## src/rtl/ncdf_pkg.sv

```systemverilog
`timescale 1ns / 1ps
`default_nettype none

package ncdf_pkg;

    localparam int IN_FRAC_BITS  = 12;
    localparam int OUT_FRAC_BITS = 16;
    localparam int SCORE_W       = 16;
    localparam int PROB_W        = OUT_FRAC_BITS + 1;
    localparam int MAG_W         = SCORE_W - 1;

    localparam int WORK_FRAC    = 30;
    localparam int WORD_W       = 32;
    localparam int PROD_W       = 2 * WORD_W;
    localparam int HORNER_STEPS = 5;
    localparam int SQUARINGS    = 3;
    localparam int DIV_W        = 64;
    localparam int QUO_W        = OUT_FRAC_BITS;

    localparam longint unsigned DEC_SCALE = 64'd10000000000;
    localparam longint unsigned Q30_UNIT  = 64'd1 << WORK_FRAC;

    localparam logic [63:0] C1_FULL  = (64'd705230784 * Q30_UNIT + DEC_SCALE / 2) / DEC_SCALE;
    localparam logic [63:0] C2_FULL  = (64'd422820123 * Q30_UNIT + DEC_SCALE / 2) / DEC_SCALE;
    localparam logic [63:0] C3_FULL  = (64'd92705272 * Q30_UNIT + DEC_SCALE / 2) / DEC_SCALE;
    localparam logic [63:0] C4_FULL  = (64'd1520143 * Q30_UNIT + DEC_SCALE / 2) / DEC_SCALE;
    localparam logic [63:0] C5_FULL  = (64'd2765672 * Q30_UNIT + DEC_SCALE / 2) / DEC_SCALE;
    localparam logic [63:0] C6_FULL  = (64'd430638 * Q30_UNIT + DEC_SCALE / 2) / DEC_SCALE;
    localparam logic [63:0] INV_FULL = (64'd7071067812 * Q30_UNIT + DEC_SCALE / 2) / DEC_SCALE;

    localparam logic [WORD_W-1:0] INV_SQRT2_Q30 = INV_FULL[WORD_W-1:0];
    localparam logic [WORD_W-1:0] COEF_C6_Q30   = C6_FULL[WORD_W-1:0];
    localparam logic [WORD_W-1:0] WORK_ONE      = Q30_UNIT[WORD_W-1:0];

    // Addends of the Horner steps in evaluation order; the last one is the leading 1.
    localparam logic [WORD_W-1:0] HORNER_ADD [HORNER_STEPS + 1] = '{
        C5_FULL[WORD_W-1:0],
        C4_FULL[WORD_W-1:0],
        C3_FULL[WORD_W-1:0],
        C2_FULL[WORD_W-1:0],
        C1_FULL[WORD_W-1:0],
        WORK_ONE
    };

    localparam int SQ_SHIFT [SQUARINGS] = '{32, 30, 32};

    localparam logic [PROD_W-1:0] Y_HALF    = PROD_W'(1) << (IN_FRAC_BITS - 1);
    localparam logic [PROD_W-1:0] WORK_HALF = PROD_W'(1) << (WORK_FRAC - 1);
    localparam logic [DIV_W-1:0]  NUM_ONE   = DIV_W'(1) << (39 + OUT_FRAC_BITS);
    localparam logic [PROB_W-1:0] PROB_ONE  = PROB_W'(1) << OUT_FRAC_BITS;

    localparam logic signed [SCORE_W-1:0] TAIL_POS = SCORE_W'(5 << IN_FRAC_BITS);
    localparam logic signed [SCORE_W-1:0] TAIL_NEG = -TAIL_POS;

    typedef struct packed {
        logic neg;
        logic low_tail;
        logic high_tail;
    } ncdf_side_t;

endpackage

`default_nettype wire

```

## src/rtl/ncdf_div.sv

```systemverilog
`timescale 1ns / 1ps
`default_nettype none

module ncdf_div (
    input  logic                       clk,
    input  logic                       rst_n,
    input  logic                       in_valid,
    output logic                       in_ready,
    input  ncdf_pkg::ncdf_side_t       in_side,
    input  logic [ncdf_pkg::DIV_W-1:0] in_p16,
    output logic                       out_valid,
    input  logic                       out_ready,
    output ncdf_pkg::ncdf_side_t       out_side,
    output logic [ncdf_pkg::QUO_W-1:0] out_t
);
    import ncdf_pkg::*;

    localparam int STAGES = QUO_W + 1;

    logic [STAGES-1:0] v_reg;
    logic [STAGES-1:0] v_feed;
    logic [STAGES-1:0] adv;
    logic [DIV_W-1:0]  div_num;
    ncdf_side_t        side_reg [STAGES];
    logic [DIV_W-1:0]  rem_reg  [QUO_W];
    logic [DIV_W-1:0]  d_reg    [QUO_W];
    logic [QUO_W-1:0]  bits_reg [STAGES];
    logic [DIV_W:0]    trial    [1:QUO_W];
    logic [QUO_W:1]    ge;
    logic [DIV_W-1:0]  rem_next [1:QUO_W-1];

    always_comb
    begin
        for (int s = 0; s < STAGES; s++)
        begin
            adv[s] = out_ready || (((~v_reg) >> s) != '0);
        end
    end

    // The rounding half is folded into the dividend.
    assign div_num = NUM_ONE + (in_p16 >> 1);

    // One restoring step per stage: the next dividend bit comes off the top of
    // the bit register and the quotient bit enters at its bottom.
    always_comb
    begin
        for (int j = 1; j <= QUO_W; j++)
        begin
            trial[j] = {rem_reg[j - 1], bits_reg[j - 1][QUO_W-1]};
            ge[j]    = trial[j] >= {1'b0, d_reg[j - 1]};
        end
        for (int j = 1; j < QUO_W; j++)
        begin
            rem_next[j] = ge[j] ? DIV_W'(trial[j] - {1'b0, d_reg[j - 1]}) : DIV_W'(trial[j]);
        end
    end

    assign v_feed   = {v_reg[STAGES-2:0], in_valid};
    assign in_ready = adv[0];

    always_ff @(posedge clk or negedge rst_n)
    begin
        if (!rst_n)
        begin
            v_reg <= '0;
        end
        else
        begin
            for (int s = 0; s < STAGES; s++)
            begin
                if (adv[s])
                begin
                    v_reg[s] <= v_feed[s];
                end
            end
        end
    end

    always_ff @(posedge clk)
    begin
        if (adv[0])
        begin
            side_reg[0] <= in_side;
            rem_reg[0]  <= div_num >> QUO_W;
            bits_reg[0] <= div_num[QUO_W-1:0];
            d_reg[0]    <= in_p16;
        end
        for (int j = 1; j <= QUO_W; j++)
        begin
            if (adv[j])
            begin
                side_reg[j] <= side_reg[j - 1];
                bits_reg[j] <= {bits_reg[j - 1][QUO_W-2:0], ge[j]};
            end
        end
        for (int j = 1; j < QUO_W; j++)
        begin
            if (adv[j])
            begin
                rem_reg[j] <= rem_next[j];
                d_reg[j]   <= d_reg[j - 1];
            end
        end
    end

    assign out_valid = v_reg[STAGES-1];
    assign out_side  = side_reg[STAGES-1];
    assign out_t     = bits_reg[STAGES-1];

endmodule

`default_nettype wire

```

## config.mk

```make
export PLATFORM = sky130hd
export DESIGN_NAME = ncdf_div
export DESIGN_NICKNAME = d
export VERILOG_FILES = /design/src/rtl/ncdf_pkg.sv /design/src/rtl/ncdf_div.sv
export SDC_FILE = /design/constraint.sdc
export NUM_CORES = 2
export LEC_CHECK = 0
export BUFFER_PORTS_ARGS = -buffer_cell sky130_fd_sc_hd__buf_2
export CAP_MARGIN = 15
export CELL_PAD_IN_SITES_DETAIL_PLACEMENT = 0
export CELL_PAD_IN_SITES_GLOBAL_PLACEMENT = 1
export CORE_MARGIN = 3
export CORE_UTILIZATION = 30
export DETAILED_ROUTE_END_ITERATION = 10
export PLACE_DENSITY_LB_ADDON = 0.1
export SYNTH_ARGS = -nofsm -noshare
export SYNTH_HDL_FRONTEND = slang
export SYNTH_SLANG_ARGS = --single-unit
export TNS_END_PERCENT = 10
```

## constraint.sdc

```tcl
create_clock -name clk -period 77.3 [get_ports clk]
set_input_delay 11.595 -clock clk [delete_from_list [all_inputs] [get_ports clk]]
set_output_delay 11.595 -clock clk [all_outputs]
set_load 0.01 [all_outputs]
```

==> metrics.md <==
| Metric | Value |
|---|---|
| First-pass GRT wire length | 630000 microns |
| Crit path arrival time | 17.15 ns |
| Count of cell types in the netlist | 92 |
| Maximum vdd drop | 0.0230 mV |
| Global placer's final weighted congestion | 0.910 |
| Initial antenna violation count | 10 |
| Commonest non-fill, non-tap cells in the layout | 2180 x edfxtp_1, 1449 x a21oi_1, 1264 x inv_1, 1010 x ha_1, 948 x nand2_1 |
| Largest cells by area after synthesis | edfxtp_1 48%, ha_1 9.3%, a21oi_1 5.3%, a21o_1 3.6%, inv_1 3.5% |
| Clk buf depth | 4 |
| Tot Pwr | 5.94 mW |
| Critical path buffer and inverter count | 2 |
| Sequential fraction of the synthesis area | 48.6% |
| Die width | 678 microns |
| Cell Chain, Critical Path | buf_2 -> nor2b_1 -> nand3_4 -> nor2_1 -> and2_1 -> nand3_4 -> nor2_1 -> nand3_4 -> nor2_1 -> nand3_4 -> nor2_1 -> nand3_4 -> buf_2 |
| Max FFs per register | 969 |
| Nets | 14300 |
| CP max FO | 35 |
| Vias | 96400 |
| Post-synth EDFFs | 2180 |
| Crit path kind | input pin to output pin |
| Clock Pin Slew Worst Setup and Hold Paths | 0.06 ns |
| CTS root buf | clkbuf_16 |
| Power density over the cells | 39.1 mW/mm^2 |
| Most frequent CP cell | nand3_4 |
| WL final | 419000 microns |
| Status | completed |
| Min Tclk post-route | 28.74 ns |
| Combinational share of power | 45.3% |
| Critical-path top delay cell | nor2_1 |
| Post-CTS Hold Buffers | 0 |
| Max-slew headroom | 24.1% |
| Starting density of the core | 30.2% |
| Post-synth ARST share | 0.774% |
| Ys Warns | 0 |
| Setup violators final | 0 |
| Mapped Area | 0.136 sq mm |
| Post-CTS setup buffers | 0 |
| Unrepaired setup endpoints after global routing | no |
| Core area | 0.450 sq mm |
| Pint | 3.59 mW |
| Top-area cell type share of the netlist area | 48.3% |
| CTS Buf Count | 288 |
| Worst setup EP type | output pin |
| Worst slack, placed | 48.30 ns |
| Complex-gate fraction of the synthesized area | 18.0% |
| Most common cell after layout, fill and taps aside | edfxtp_1 |
| Top FF cell, synth | edfxtp_1 |
| Avg WL per Cell | 21.5 microns |
| TritonCTS clock tree | done |
| Global route total overflow | 0 |
| Final Cell Area | 0.152 sq mm |
| Seq pwr share | 32.2% |
| Number of global-route vias before repair | 102000 |
| Fmax | 34.8 MHz |
| Sw frac | 39.5% |
| Fin. max-slew vios | 0 |
| # IOs | 92 |
| # clock sinks | 2197 |
| Adder-cell share of the synthesized area | 9.54% |
| Share of cells above drive strength 1 | 5.51% |
| Post-Synth Simple-Gate Area | 10.9% |
| Max_cap viols | 0 |
| Vias per std cell | 4.96 |
| Largest net degree at the start of global routing | 118 |
| GRT Total Usage | 17.8% |
| Post-cts resize count | 0 |
| Crit path largest cell delay | 0.67 ns |
| Drt pass-1 iters | 5 |
| Setup ws final | 48.56 ns |
| Standard-cell row count | 246 |
| Worst-Margin Slew | 1.13 ns |
| XOR/XNOR Fraction of Synth Area | 5.63% |
| Hold Path Class | flip-flop to flip-flop |
| Die Y-Extent | 678 microns |
| #FFs+latches synth | 2197 |
| DRT iter0 DRCs | 4562 |
| Family with the most delay on the worst path | simple AND/OR/NAND/NOR gates |
| Setup TNS | 0 ns |
| Cells after synthesis | 13300 |
| H-tree Lvls | 5 |
| DP Area | 0.143 sq mm |
| Final period util | 37.2% |
| Final ANT Viol Nets | 0 |
| Clock group share of total power | 22.5% |
| Die area | 0.460 sq mm |
| Area Growth Syn to Fin | 12.1% |
| Pleak | 64.0 nW |
| Synth area leader | edfxtp_1 |
| Worst-skew pair later-pin latency | 0.92 ns |
| Port buffer count | 91 |
| Worst path required time | 65.71 ns |
| Net Count, Synth | 14400 |
| Post-route DRC | 0 |
| Post-detail-place hpwl | 340000 microns |
| Clock Skew | 0.0602 ns |
| Final Hold Vio Count | 0 |
| Setup crit start kind | input pin |
| Hold WS | 0.411 ns |
| Mean Syn Cell Area | 10.2 sq um |
| Largest family of logic cells by synthesized area | compound AO/OA/AOI/OAI gates |
| Post-synthesis mux area share | 2.24% |
| Psw | 2.35 mW |
kinds of logic (layout without fill, tap and decap cells):
logic type                 after synthesis  after routing
adders and majority gates             1025           1025
DFF                                   2197           2197
other                                    0             26
AOI/OAI and AO/OA                     3961           3961
muxes                                  271            271
and+or+nand+nor                       3140           3140
xor gates and xnor gates               871            871
buffers and inverters                 1819           1994
final timing paths:
check / from / end / slack [ns] / cells after the start
min reg2reg: bits_reg[0][50] / bits_reg[0][67] / 0.41 / 0
max in group asynchronous: rst_n / v_reg[13] / 66.31 / 1
max reg2reg: rem_reg[0][469] / rem_reg[1][3] / 70.45 / 15
min: bits_reg[0][50] / bits_reg[0][67] / 0.41 / 0
min in group asynchronous: rst_n / v_reg[3] / 10.65 / 1
max: out_ready / in_ready / 48.56 / 13
worst register-to-register path, delay by kind of cell (launching register included):
kind                     cells  cell delay (ns)
AND/OR/NAND/NOR              5             2.19
adder cells (fa/ha/maj)      1             0.48
flip-flops                   1             0.40
buffers and inverters        3             1.37
AO/OA/AOI/OAI                5             1.62
multiplexers                 1             0.52
Yosys cell counts (all sizes together) (117+ instances only):
cell,instances
nand3,192
ha,1010
nand4,312
nor2b,117
clkbuf,466
nor3,130
a21o,644
xnor2,539
o21bai,190
a21oi,1449
nor2,923
nand2b,129
edfxtp,2180
inv,1275
o21ai,854
mux2,255
xor2,332
nand2,954
power by group through the flow:
stage / clock network (mW) / registers [mW] / logic, mW
after global placement: 0 / 1.94 / 2.68
after global routing: 1.44 / 1.95 / 2.99
after CTS: 1.40 / 1.92 / 2.70
after detailed placement: 0 / 1.94 / 2.68
after floorplan: 0 / 1.86 / 1.96
final: 1.34 / 1.92 / 2.69
routing by layer:
metal / track usage (%) / part of all wire (%) / up-vias
met5: 0 / 0 / -
met4: 13.2 / 8.7 / 0
met3: 1.58 / 2.2 / 952
met2: 33.9 / 52 / 1673
met1: 18.0 / 37 / 45500
li1: - / - / 48300
layout make-up:
type | instances | area (sq um)
fill | 45200 | 298000
clock inverter | 147 | 1580
clock buffer | 362 | 7810
sequential | 2197 | 65900
timing repair buffer | 210 | 1390
tap | 5952 | 7450
multi-input combinational | 9268 | 63000
inverter | 1275 | 4810
antenna | 26 | 65.1
per-stage QoR:
stage | utilization [%] | std cells
6_report | 33.8 | 19400
5_1_grt | 33.8 | 19400
4_1_cts | 33.8 | 19400
3_5_place_dp | 31.7 | 18900
3_3_place_gp | 31.7 | 18900
2_1_floorplan | - | 13300
No activity file was read; power rests on OpenSTA's default activity.
